File: config.mk
export PLATFORM = sky130hd
export DESIGN_NAME = qoi_image_decoder_unit
export DESIGN_NICKNAME = d
export VERILOG_FILES = /design/src/design/qoi_dec_pkg.sv /design/src/design/qoi_dec_ctrl.sv /design/src/design/qoi_dec_dp.sv /design/src/design/qoi_image_decoder_unit.sv
export SDC_FILE = /design/constraint.sdc
export NUM_CORES = 2
export LEC_CHECK = 0
export ABC_AREA = 1
export BUFFER_PORTS_ARGS = -buffer_cell sky130_fd_sc_hd__buf_2
export CAP_MARGIN = 10
export CORE_ASPECT_RATIO = 1.1
export CORE_UTILIZATION = 50
export CTS_BUF_LIST = sky130_fd_sc_hd__clkbuf_8
export CTS_CLUSTER_SIZE = 24
export DETAILED_ROUTE_END_ITERATION = 6
export PLACE_DENSITY = 0.65
export REMOVE_ABC_BUFFERS = 1
export SETUP_SLACK_MARGIN = 0.5
export SYNTH_ARGS = -nofsm -noshare
export SYNTH_HDL_FRONTEND = slang
export SYNTH_HIERARCHICAL = 1
export SYNTH_SLANG_ARGS = --single-unit
File: constraint.sdc
create_clock -name clock -period 8.9 [get_ports clock]
set_clock_uncertainty 0.15 [all_clocks]
set_input_delay 1.78 -clock clock [delete_from_list [all_inputs] [get_ports clock]]
set_output_delay 1.78 -clock clock [all_outputs]
set_load 0.02 [all_outputs]
File: src/design/qoi_dec_pkg.sv
package qoi_dec_pkg;

   localparam int CFG_BITS      = 16;
   localparam int DIM_BITS_DEF  = 16;
   localparam int INDEX_ENTRIES = 64;
   localparam int INDEX_BITS    = $clog2(INDEX_ENTRIES);
   localparam int RUN_BITS      = INDEX_BITS + 1;

   // Configuration register indexes.
   localparam logic CSR_IMAGE_WIDTH  = 1'b0;
   localparam logic CSR_IMAGE_HEIGHT = 1'b1;

   // Multi-byte chunk in progress.
   localparam logic [1:0] OP_NONE = 2'd0;
   localparam logic [1:0] OP_RGB  = 2'd1;
   localparam logic [1:0] OP_RGBA = 2'd2;
   localparam logic [1:0] OP_LUMA = 2'd3;

   // Chunk tags.
   localparam logic [7:0] TAG_RGB  = 8'hfe;
   localparam logic [7:0] TAG_RGBA = 8'hff;
   localparam logic [1:0] TAG_INDEX = 2'b00;
   localparam logic [1:0] TAG_DIFF  = 2'b01;
   localparam logic [1:0] TAG_LUMA  = 2'b10;
   localparam logic [1:0] TAG_RUN   = 2'b11;

   localparam logic [31:0] START_PIXEL = 32'h0000_00ff;

   typedef struct packed {
      logic accept;
      logic fetch;
      logic emit;
   } cmd_type;

   typedef struct packed {
      logic go_fetch;
      logic go_emit;
      logic emit_done;
   } status_type;

   // Colour index position of an RGBA word: (3r + 5g + 7b + 11a) mod 64.
   function automatic logic [INDEX_BITS-1:0] pixel_hash(input logic [31:0] pix);
      logic [INDEX_BITS-1:0] r6, g6, b6, a6;
      r6 = pix[24 +: INDEX_BITS];
      g6 = pix[16 +: INDEX_BITS];
      b6 = pix[8 +: INDEX_BITS];
      a6 = pix[0 +: INDEX_BITS];
      return r6 * INDEX_BITS'(3) + g6 * INDEX_BITS'(5) + b6 * INDEX_BITS'(7)
             + a6 * INDEX_BITS'(11);
   endfunction

endpackage

File: src/design/qoi_dec_ctrl.sv
module qoi_dec_ctrl (
   input  logic                    clock,
   input  logic                    reset,
   input  logic                    req_valid,
   output logic                    req_stall,
   input  qoi_dec_pkg::status_type status,
   output qoi_dec_pkg::cmd_type    cmd
);
   import qoi_dec_pkg::*;

   localparam logic [1:0] ST_ACCEPT = 2'd0;
   localparam logic [1:0] ST_FETCH  = 2'd1;
   localparam logic [1:0] ST_EMIT   = 2'd2;

   logic [1:0] state_ff, state_in;

   assign req_stall  = (state_ff != ST_ACCEPT);
   assign cmd.accept = (state_ff == ST_ACCEPT) && req_valid;
   assign cmd.fetch  = (state_ff == ST_FETCH);
   assign cmd.emit   = (state_ff == ST_EMIT);

   always_comb begin
      state_in = state_ff;
      unique case (state_ff)
         ST_ACCEPT: begin
            if (cmd.accept) begin
               if (status.go_fetch) begin
                  state_in = ST_FETCH;
               end else if (status.go_emit) begin
                  state_in = ST_EMIT;
               end
            end
         end
         ST_FETCH: state_in = ST_EMIT;
         ST_EMIT: begin
            if (status.emit_done) begin
               state_in = ST_ACCEPT;
            end
         end
         default: state_in = ST_ACCEPT;
      endcase
   end

   always_ff @(posedge clock) begin
      if (reset) begin
         state_ff <= ST_ACCEPT;
      end else begin
         state_ff <= state_in;
      end
   end

endmodule

File: src/design/qoi_dec_dp.sv
module qoi_dec_dp #(
   parameter int DIM_BITS = qoi_dec_pkg::DIM_BITS_DEF
) (
   input  logic                          clock,
   input  logic                          reset,
   input  qoi_dec_pkg::cmd_type          cmd,
   output qoi_dec_pkg::status_type       status,
   input  logic [7:0]                    req_data_byte,
   input  logic                          req_image_start,
   input  logic                          csr_write_enable,
   input  logic                          csr_index,
   input  logic [qoi_dec_pkg::CFG_BITS-1:0] csr_write_data,
   output logic                          rsp_valid,
   input  logic                          rsp_stall,
   output logic [7:0]                    rsp_red,
   output logic [7:0]                    rsp_green,
   output logic [7:0]                    rsp_blue,
   output logic [7:0]                    rsp_alpha,
   output logic [DIM_BITS-1:0]           rsp_pixel_x,
   output logic [DIM_BITS-1:0]           rsp_pixel_y,
   output logic                          rsp_last_of_item,
   output logic                          rsp_last_of_image
);
   import qoi_dec_pkg::*;

   localparam int CMP_BITS = ((DIM_BITS > CFG_BITS) ? DIM_BITS : CFG_BITS) + 1;

   // Configuration.
   logic [CFG_BITS-1:0] width_ff, height_ff;

   // Decoder state.
   logic [31:0]            prev_ff, prev_in;
   logic [1:0]             pending_ff, pending_in;
   logic [2:0]             need_ff, need_in;
   logic [23:0]            partial_ff, partial_in;
   logic [DIM_BITS-1:0]    col_ff, col_in;
   logic [DIM_BITS-1:0]    row_ff, row_in;
   logic                   done_ff, done_in;
   logic [RUN_BITS-1:0]    remain_ff, remain_in;
   logic [INDEX_ENTRIES-1:0] valid_ff, valid_in;

   // Colour index memory and its registered read.
   logic [31:0]            index_mem [INDEX_ENTRIES];
   logic [31:0]            rd_data_ff;
   logic                   rd_valid_ff;
   logic [INDEX_BITS-1:0]  rd_addr;
   logic [INDEX_BITS-1:0]  wr_addr;

   // Result word register.
   logic                   out_valid_ff, out_valid_in;
   logic [31:0]            out_pix_ff;
   logic [DIM_BITS-1:0]    out_x_ff, out_y_ff;
   logic                   out_last_item_ff, out_last_image_ff;

   // Values seen by the byte after an optional image start.
   logic [31:0]   eff_prev;
   logic [1:0]    eff_pending;
   logic [2:0]    eff_need;
   logic [23:0]   eff_partial;
   logic          eff_done;

   logic [7:0]    r, g, bl, a, vg;
   logic [23:0]   shifted;
   logic          go_fetch, go_emit;
   logic [RUN_BITS-1:0] run_count;

   logic          out_free, row_end, img_end, send;
   logic [CMP_BITS-1:0] col_next_ext;

   assign rd_addr = req_data_byte[INDEX_BITS-1:0];
   assign wr_addr = pixel_hash(prev_ff);

   always_comb begin
      eff_prev    = req_image_start ? START_PIXEL : prev_ff;
      eff_pending = req_image_start ? OP_NONE : pending_ff;
      eff_need    = req_image_start ? 3'd0 : need_ff;
      eff_partial = req_image_start ? 24'd0 : partial_ff;
      eff_done    = req_image_start ? 1'b0 : done_ff;
   end

   // Chunk decode for the byte being accepted.
   always_comb begin
      r          = eff_prev[31:24];
      g          = eff_prev[23:16];
      bl         = eff_prev[15:8];
      a          = eff_prev[7:0];
      vg         = {2'b00, eff_partial[5:0]} - 8'd32;
      shifted    = {eff_partial[15:0], req_data_byte};
      pending_in = eff_pending;
      need_in    = eff_need;
      partial_in = eff_partial;
      go_fetch   = 1'b0;
      go_emit    = 1'b0;
      run_count  = RUN_BITS'(1);
      if (eff_done) begin
         go_emit = 1'b0;
      end else if (eff_pending != OP_NONE) begin
         priority if (eff_pending == OP_LUMA) begin
            r       = r + vg - 8'd8 + {4'd0, req_data_byte[7:4]};
            g       = g + vg;
            bl      = bl + vg - 8'd8 + {4'd0, req_data_byte[3:0]};
            go_emit = 1'b1;
         end else if (eff_need > 3'd1) begin
            partial_in = shifted;
            need_in    = eff_need - 3'd1;
         end else if (eff_pending == OP_RGB) begin
            r       = shifted[23:16];
            g       = shifted[15:8];
            bl      = shifted[7:0];
            go_emit = 1'b1;
         end else begin
            r       = eff_partial[23:16];
            g       = eff_partial[15:8];
            bl      = eff_partial[7:0];
            a       = req_data_byte;
            go_emit = 1'b1;
         end
         if (go_emit) begin
            pending_in = OP_NONE;
            need_in    = 3'd0;
            partial_in = 24'd0;
         end
      end else if (req_data_byte == TAG_RGB) begin
         pending_in = OP_RGB;
         need_in    = 3'd3;
         partial_in = 24'd0;
      end else if (req_data_byte == TAG_RGBA) begin
         pending_in = OP_RGBA;
         need_in    = 3'd4;
         partial_in = 24'd0;
      end else begin
         unique case (req_data_byte[7:6])
            TAG_INDEX: go_fetch = 1'b1;
            TAG_DIFF: begin
               r       = r + {6'd0, req_data_byte[5:4]} - 8'd2;
               g       = g + {6'd0, req_data_byte[3:2]} - 8'd2;
               bl      = bl + {6'd0, req_data_byte[1:0]} - 8'd2;
               go_emit = 1'b1;
            end
            TAG_LUMA: begin
               pending_in = OP_LUMA;
               need_in    = 3'd1;
               partial_in = {18'd0, req_data_byte[5:0]};
            end
            TAG_RUN: begin
               run_count = {1'b0, req_data_byte[5:0]} + RUN_BITS'(1);
               go_emit   = 1'b1;
            end
            default: go_emit = 1'b0;
         endcase
      end
   end

   // Pixel emission from the previous pixel.
   assign out_free     = !out_valid_ff || !rsp_stall;
   assign send         = cmd.emit && out_free;
   assign col_next_ext = CMP_BITS'(col_ff) + CMP_BITS'(1);
   assign row_end      = col_next_ext >= CMP_BITS'(width_ff);
   assign img_end      = row_end && ((CMP_BITS'(row_ff) + CMP_BITS'(1)) >= CMP_BITS'(height_ff));

   assign status.go_fetch  = go_fetch;
   assign status.go_emit   = go_emit;
   assign status.emit_done = send && ((remain_ff == RUN_BITS'(1)) || img_end);

   always_comb begin
      prev_in      = prev_ff;
      col_in       = col_ff;
      row_in       = row_ff;
      done_in      = done_ff;
      remain_in    = remain_ff;
      valid_in     = valid_ff;
      out_valid_in = out_valid_ff && rsp_stall;
      if (cmd.accept) begin
         if (req_image_start) begin
            col_in   = '0;
            row_in   = '0;
            done_in  = 1'b0;
            valid_in = '0;
            prev_in  = START_PIXEL;
         end
         if (go_emit) begin
            prev_in = {r, g, bl, a};
         end
         remain_in = run_count;
      end
      if (cmd.fetch) begin
         prev_in = rd_valid_ff ? rd_data_ff : 32'd0;
      end
      if (cmd.emit) begin
         // The index entry is rewritten with the same word on every emit cycle.
         valid_in[wr_addr] = 1'b1;
      end
      if (send) begin
         out_valid_in = 1'b1;
         remain_in    = remain_ff - RUN_BITS'(1);
         if (row_end) begin
            col_in = '0;
            row_in = row_ff + DIM_BITS'(1);
         end else begin
            col_in = col_ff + DIM_BITS'(1);
         end
         if (img_end) begin
            done_in = 1'b1;
         end
      end
   end

   always_ff @(posedge clock) begin
      if (reset) begin
         width_ff     <= CFG_BITS'(1);
         height_ff    <= CFG_BITS'(1);
         prev_ff      <= START_PIXEL;
         pending_ff   <= OP_NONE;
         need_ff      <= 3'd0;
         partial_ff   <= 24'd0;
         col_ff       <= '0;
         row_ff       <= '0;
         done_ff      <= 1'b0;
         remain_ff    <= '0;
         valid_ff     <= '0;
         out_valid_ff <= 1'b0;
      end else begin
         if (csr_write_enable) begin
            unique case (csr_index)
               CSR_IMAGE_WIDTH:  width_ff  <= csr_write_data;
               CSR_IMAGE_HEIGHT: height_ff <= csr_write_data;
               default:          width_ff  <= width_ff;
            endcase
         end
         prev_ff      <= prev_in;
         col_ff       <= col_in;
         row_ff       <= row_in;
         done_ff      <= done_in;
         remain_ff    <= remain_in;
         valid_ff     <= valid_in;
         out_valid_ff <= out_valid_in;
         if (cmd.accept) begin
            pending_ff <= pending_in;
            need_ff    <= need_in;
            partial_ff <= partial_in;
         end
      end
   end

   always_ff @(posedge clock) begin
      if (cmd.emit) begin
         index_mem[wr_addr] <= prev_ff;
      end
      if (cmd.accept) begin
         rd_data_ff  <= index_mem[rd_addr];
         rd_valid_ff <= valid_ff[rd_addr] && !req_image_start;
      end
   end

   always_ff @(posedge clock) begin
      if (send) begin
         out_pix_ff        <= prev_ff;
         out_x_ff          <= col_ff;
         out_y_ff          <= row_ff;
         out_last_item_ff  <= (remain_ff == RUN_BITS'(1)) || img_end;
         out_last_image_ff <= img_end;
      end
   end

   assign rsp_valid         = out_valid_ff;
   assign rsp_red           = out_pix_ff[31:24];
   assign rsp_green         = out_pix_ff[23:16];
   assign rsp_blue          = out_pix_ff[15:8];
   assign rsp_alpha         = out_pix_ff[7:0];
   assign rsp_pixel_x       = out_x_ff;
   assign rsp_pixel_y       = out_y_ff;
   assign rsp_last_of_item  = out_last_item_ff;
   assign rsp_last_of_image = out_last_image_ff;

endmodule

File: src/design/qoi_image_decoder_unit.sv
// QOI pixel stream decoder: takes one chunk byte per word (header removed) and
// delivers decoded RGBA pixels with their column and row in raster order.
// A byte that only gathers part of a chunk is accepted straight away; a byte
// that completes a pixel holds the input while its pixels are delivered, and
// an INDEX chunk first reads the 64-entry colour index memory.
// A RUN byte therefore holds the input until its run or the image ends.
// The single result register lets one pixel leave per cycle while the
// result side does not stall. The colour index is cleared by per-entry
// valid bits, so an image start needs no separate clearing pass.
module qoi_image_decoder_unit #(
   parameter int DIM_BITS = qoi_dec_pkg::DIM_BITS_DEF
) (
   input  logic                          clock,
   input  logic                          reset,
   input  logic                          req_valid,
   output logic                          req_stall,
   input  logic [7:0]                    req_data_byte,
   input  logic                          req_image_start,
   output logic                          rsp_valid,
   input  logic                          rsp_stall,
   output logic [7:0]                    rsp_red,
   output logic [7:0]                    rsp_green,
   output logic [7:0]                    rsp_blue,
   output logic [7:0]                    rsp_alpha,
   output logic [DIM_BITS-1:0]           rsp_pixel_x,
   output logic [DIM_BITS-1:0]           rsp_pixel_y,
   output logic                          rsp_last_of_item,
   output logic                          rsp_last_of_image,
   input  logic                          csr_write_enable,
   input  logic                          csr_index,
   input  logic [qoi_dec_pkg::CFG_BITS-1:0] csr_write_data
);
   import qoi_dec_pkg::*;

   cmd_type    cmd;
   status_type status;

   qoi_dec_ctrl u_ctrl (
      .clock     (clock),
      .reset     (reset),
      .req_valid (req_valid),
      .req_stall (req_stall),
      .status    (status),
      .cmd       (cmd)
   );

   qoi_dec_dp #(
      .DIM_BITS (DIM_BITS)
   ) u_dp (
      .clock             (clock),
      .reset             (reset),
      .cmd               (cmd),
      .status            (status),
      .req_data_byte     (req_data_byte),
      .req_image_start   (req_image_start),
      .csr_write_enable  (csr_write_enable),
      .csr_index         (csr_index),
      .csr_write_data    (csr_write_data),
      .rsp_valid         (rsp_valid),
      .rsp_stall         (rsp_stall),
      .rsp_red           (rsp_red),
      .rsp_green         (rsp_green),
      .rsp_blue          (rsp_blue),
      .rsp_alpha         (rsp_alpha),
      .rsp_pixel_x       (rsp_pixel_x),
      .rsp_pixel_y       (rsp_pixel_y),
      .rsp_last_of_item  (rsp_last_of_item),
      .rsp_last_of_image (rsp_last_of_image)
   );

endmodule
# Word-level counts from Yosys, hierarchy flattened
# Memory sizes are Yosys's and may differ from the RTL's. A register that Yosys moved wholly into a read port is not among the register bits.
# Index checks and enable logic that the tools add are counted.
totals:
  ff_bits: 267
  mem_bits_rw: 2048
  inputBits: 31
  output_inout_bits: 68
  word_cells: 200
  memories: 1
classes:
  add_sub_neg: 24
  mul: 4
  order_cmp: 6
  eq_ne: 13
  mux: 107
  bitwise_logic: 2
  reduce_logical: 24
mem_list:
  columns: ["name", "words", "width", "read_ports", "rd_clocked_by_memory_dff", "wr", "line_no", "source"]
  rows:
  - ["u_dp.index_mem", 64, 32, 1, 1, 1, "qoi_dec_dp.sv:43", "logic [31:0] index_mem [INDEX_ENTRIES];"]
ops:
  columns: ["op", "count"]
  rows:
  - ["8-bit two-way mux", 29]
  - ["24-bit two-way mux", 9]
  - ["64-bit two-way mux", 3]
  - ["32-bit two-way mux", 5]
  - ["16-bit two-way mux", 8]
  - ["64-bit OR", 1]
  - ["7-bit two-way mux", 7]
  - ["16-bit by 1-bit adder with 17-bit output (second input constant)", 2]
  - ["17-bit by 16-bit greater-or-equal comparator with 1-bit output", 2]
  - ["16-bit by 1-bit adder with 16-bit output (second input constant)", 2]
  - ["3-bit two-way mux", 9]
  - ["8-bit by 2-bit adder with 8-bit output", 3]
  - ["8-bit adder", 3]
  - ["8-bit by 2-bit subtractor with 8-bit output (second input constant)", 3]
  - ["1-bit two-way mux", 23]
  - ["2-bit two-way mux", 11]
  - ["6-bit adder", 3]
  - ["8-bit by 4-bit adder with 8-bit output", 2]
  - ["8-bit equality test (second input constant)", 2]
  - ["8-bit by 4-bit subtractor with 8-bit output (second input constant)", 2]
  - ["6-bit by 7-bit less-than comparator with 1-bit output (second input constant)", 2]
  - ["6-bit by 3-bit multiplier with 6-bit output (second input constant)", 2]
  - ["2-bit nonzero test", 5]
  - ["2-bit equality test (second input constant)", 4]
  - ["23 further kinds", 38]

# Depth between registers and ports, before layout
depth:
  word_depth: 12
  mapped_depth: 24
  depth_no_buf: 23

# Modules after synthesis
# Netlist, hierarchy kept.
modules_own_cells:
  columns: ["module", "n_inst", "cells_per_inst", "area_per_inst_um2", "seq_area_each_um2"]
  rows:
  - ["qoi_dec_dp", 1, 8253, 98234.2, 68435.6]
  - ["qoi_dec_ctrl", 1, 20, 118.9, 40.0]

# Least setup slack after synthesis
# OpenSTA, ideal clock, no wires.
synth_timing:
  path_kind: "flip-flop to flip-flop"
  from: "register u_dp.prev_ff[10]"
  to: "memory u_dp.index_mem[16][0] (enable)"
  setup_time_ns: 0.387
  arrival_ns: 5.938
  required_ns: 8.363
  slack_ns: 2.426
  stages_incl_launch_ff: 25
  path_buffers: 1
  path_cell_list: "dfxtp_1 > inv_1 > fa_1 > inv_1 > fa_1 > inv_1 > fa_1 > fa_1 > fa_1 > inv_1 > ha_1 > nand3_1 > nand3_1 > inv_1 > nand2_1 > nand2_1 > inv_1 > nand2_1 > nand2_1 > nand2_1 > inv_1 > nor2_4 > buf_4 > nand4_1 > inv_1"
synth_between:
  elab_chain_cells: 3
synth_rtl:
  columns: ["element", "line_no", "source"]
  rows:
  - ["start: declaration", "qoi_dec_dp.sv:32", "logic [31:0] prev_ff, prev_in;"]
  - ["start signal: assignment", "qoi_dec_dp.sv:230", "prev_ff <= prev_in;"]
  - ["6-bit by 3-bit multiplier with 6-bit output", "qoi_dec_pkg.sv:48", "return r6 * INDEX_BITS'(3) + g6 * INDEX_BITS'(5) + b6 * INDEX_BITS'(7)"]
  - ["6-bit adder", "qoi_dec_pkg.sv:48", null]
  - ["6-bit adder", "qoi_dec_pkg.sv:49", "+ a6 * INDEX_BITS'(11);"]
  - ["end: declaration", "qoi_dec_dp.sv:43", null]
# No other way between the ends.

# Worst setup path in the final report
layout_timing:
  from: "register u_dp.prev_ff[2]"
  to: "memory u_dp.index_mem[42][26] (enable)"
layout_between:
  elab_chain_cells: 2
layout_rtl:
  columns: ["element", "line_no"]
  rows:
  - ["6-bit by 4-bit multiplier with 6-bit output", "qoi_dec_pkg.sv:49"]
  - ["6-bit adder", "qoi_dec_pkg.sv:49"]
# No other way between the ends.

==> summary.txt <==
status - finished clean
Root Driver - clkbuf_8
CTS Buf Count - 373
Routed WL per cell - 26.8 um
Max Fanout on Critical Path - 38
DRC - 0
largest family of logic cells by synthesized area - compound AO/OA/AOI/OAI gates
Die X - 425 um
clock sink count - 2,347
Seq cells post-synth - 2,347
post-cts repair resize count - 0
Async S/R FF share, synth - 0
Max IR drop VDD - 0.000553 V
Crit. Startpoint - u_dp/prev_ff[2]
Leak Pwr - 37.2 nW
hold path depth - 2
initial antenna violation count - 13
Area Overhead vs Synth - 9.74%
first-pass GRT wire length - 434,000 um
Final #Nets - 8,529
Worst-Margin Slew - 1240 ps
IO Count - 99
largest net degree at the start of global routing - 192
post-synthesis compound-gate area fraction - 0.128
Yosys cell types - 57
P per Cell Area - 253 nW/um2
RSZ-0062 raised after global routing - no
number of global-route vias before repair - 64,900
TritonRoute pass-1 iters - 6
Max Cap Violations - 0
Critical Path RT - 9470 ps
# setup viols final - 0
Post-Synth Adder-Cell Area - 0.0225
post-synthesis sequential area ratio - 0.696
Clk Latency, worst-skew pair - 1090 ps
setup ws final - 1680 ps
Hold Violations, Final - 0
placed wire-length estimate - 174,000 um
Crit. End Element - flip-flop
post-route cell area - 108,000 um2
FILL cells - 16,200
Tmin final - 7220 ps
Tcrit/Tclk final - 0.811
Placeable Area - 195,000 um2
Clk pin slew, worst setup/hold paths - 60 ps
layout cell share with drive strength beyond 1 - 0.0977
Routed WL - 301,000 um
Cells after Synth - 8,273
setup repair bufs after CTS - 0
r2r worst-path depth - 20
synthesized area - 98,400 um2
Slew HR - 0.170
Worst setup SP type - flip-flop
Die Area - 198,000 um2
CP max stage delay - 1060 ps
Via density - 6.16
portion of netlist area occupied by mux cells - 0
most frequent cells in the layout - edfxtp_1 (2,147), nor2_1 (1,235), o21ai_0 (1,180)
Slowest-stage cell, CP - dfxtp_2
total vias in the final route - 69,083
cell row count - 170
hold crit path type - reg -> reg
CTS tree - yes
EDFF count, synth - 2,147
post-synthesis simple-gate area fraction - 0.108
1st-iter DRT viols - 10,157
Crit Path Category - reg -> reg
CP Data Arrival Time - 7790 ps
worst reg2reg startpoint - u_dp/prev_ff[2]
total track usage - 0.297
utilization after layout - 0.553
Congestion Overflow GR - 0
most common cell after layout, fill and taps aside - edfxtp_1
cells along the critical path - ha_1 -> inv_1 -> fa_1 -> fa_1 -> fa_1 -> fa_1 -> inv_1 -> ha_1 -> nand3_1 -> nand3_1 -> nand3_1 -> nand2_1 -> nand3_1 -> nand2_1 -> nand2_1 -> nand2_1 -> buf_4 -> nand4_1 -> inv_1 -> buf_4
Top FF cell, synth - edfxtp_1
Avg Inst Size Synth - 11.9 um2
port bufs - 98
Max Slew Vio Count - 0
post-synthesis xor/xnor area fraction - 0.00419
post-cts hold buffer count - 0
Worst Hold Launch - u_dp/width_ff[11]
chip height - 467 um
Initial Util - 0.504
fmax - 139 MHz
Synth Warn # - 6
pre-CTS worst setup slack - 1710 ps
Clock Path Buffers - 4
GPL Wtd Cong - 0.937
Post-DRT Antenna Nets - 0
Placed Instance Area - 101,000 um2
H-tree Lvls - 5
## metrics by stage
step / instances / hold slack (ps) / setup TNS (ps) / power (W)
6_report: 11208 / 314 / 0 / 0.0273
5_1_grt: 11208 / 317 / 0 / 0.0282
4_1_cts: 11204 / 313 / 0 / 0.0273
3_5_place_dp: 10547 / 298 / 0 / 0.0188
3_3_place_gp: 10547 / 299 / 0 / 0.0187
2_1_floorplan: 7715 / 280 / -158980 / 0.0163
## worst paths after layout
path / to / slack [ps]
setup reg to reg: u_dp/index_mem[42][26] / 1680
setup / recovery: u_dp/index_mem[42][26] / 1680
hold / removal: u_dp/width_ff[11] / 310
hold reg to reg: u_dp/width_ff[11] / 310
## report_power, final
group	switching (W)	internal (W)
clock network	0.00418	0.00441
logic	0.00433	0.00108
registers	0.000270	0.0131
total	0.00877	0.0186
## sequential cells by signal, indices dropped and copies added, names as in the netlist, 7 cells and up
name / count
u_dp/index_mem: 2048
u_dp/valid_ff: 64
u_dp/out_pix_ff: 32
u_dp/prev_ff: 32
u_dp/rd_data_ff: 32
u_dp/partial_ff: 24
u_dp/col_ff: 16
u_dp/height_ff: 16
u_dp/row_ff: 16
u_dp/rsp_pixel_x: 16
u_dp/rsp_pixel_y: 16
u_dp/width_ff: 16
u_dp/remain_ff: 7
## cells in the mapped netlist, types with 3 or more instances
| cell type | n | share of area |
|---|---|---|
| o22ai_1 | 325 | 0.021 |
| o21bai_1 | 3 | 0.00023 |
| buf_1 | 16 | 0.00061 |
| edfxtp_1 | 2147 | 0.66 |
| nand2_1 | 750 | 0.029 |
| fa_1 | 37 | 0.0075 |
| nor4_1 | 4 | 0.00025 |
| o21ai_0 | 1180 | 0.060 |
| buf_2 | 127 | 0.0065 |
| o21a_1 | 12 | 0.00092 |
| a221oi_2 | 9 | 0.0014 |
| xnor2_1 | 16 | 0.0014 |
| nor2_2 | 11 | 0.00070 |
| inv_1 | 413 | 0.016 |
| clkbuf_1 | 371 | 0.014 |
| buf_6 | 5 | 0.00057 |
| nand3_1 | 362 | 0.018 |
| nand2_4 | 4 | 0.00046 |
| o21ai_1 | 20 | 0.0010 |
| nor2_1 | 1246 | 0.048 |
| a22oi_1 | 7 | 0.00053 |
| nor3_1 | 11 | 0.00056 |
| a31oi_1 | 15 | 0.00095 |
| nand3_2 | 10 | 0.0010 |
| o211ai_1 | 72 | 0.0055 |
| xor2_1 | 31 | 0.0028 |
| dfxtp_1 | 200 | 0.041 |
| a21oi_1 | 319 | 0.016 |
| or2_2 | 4 | 0.00025 |
| o221ai_1 | 220 | 0.020 |
| nand3b_1 | 10 | 0.00076 |
| nand2_2 | 7 | 0.00045 |
| nand4_1 | 112 | 0.0071 |
| ha_1 | 118 | 0.015 |
| buf_4 | 38 | 0.0029 |
| clkinv_1 | 3 | 0.00011 |
| inv_2 | 10 | 0.00038 |
## logic make-up (layout without fill, tap and decap cells)
| family | Yosys count | after routing |
|---|---|---|
| AOI/OAI and AO/OA | 2192 | 2192 |
| xor gates and xnor gates | 47 | 47 |
| buffers and inverters | 986 | 1338 |
| other | 0 | 3 |
| DFF | 2347 | 2347 |
| and+or+nand+nor | 2546 | 2546 |
| adders and majority gates | 155 | 155 |
## layout make-up
cell class	instances	area (um2)	share of cell area
antenna	3	7.51	0.0000696
clock buffer	396	5450	0.0505
clock inverter	261	1350	0.0125
inverter	428	1640	0.0152
multi-input combinational	4940	25900	0.240
sequential	2347	68500	0.635
tap	2580	3230	0.0299
timing repair buffer	253	1870	0.0173
## critical path: cells and delay by family, from the launching register on
family	cells	cell delay, ps
adder cells (fa/ha/maj)	6	2670
buffers and inverters	5	1500
AND/OR/NAND/NOR	9	1490
flip-flops	1	1060
## per-layer routing
| layer | GRT usage | vias up | wire length, um |
|---|---|---|---|
| met5 | 0 | - | 18 |
| met3 | 0.0605 | 642 | 31100 |
| met2 | 0.458 | 3962 | 138000 |
| li1 | - | 30367 | - |
| met1 | 0.401 | 34108 | 116000 |
| met4 | 0.148 | 4 | 15800 |
No activity file was read; power rests on OpenSTA's default activity.
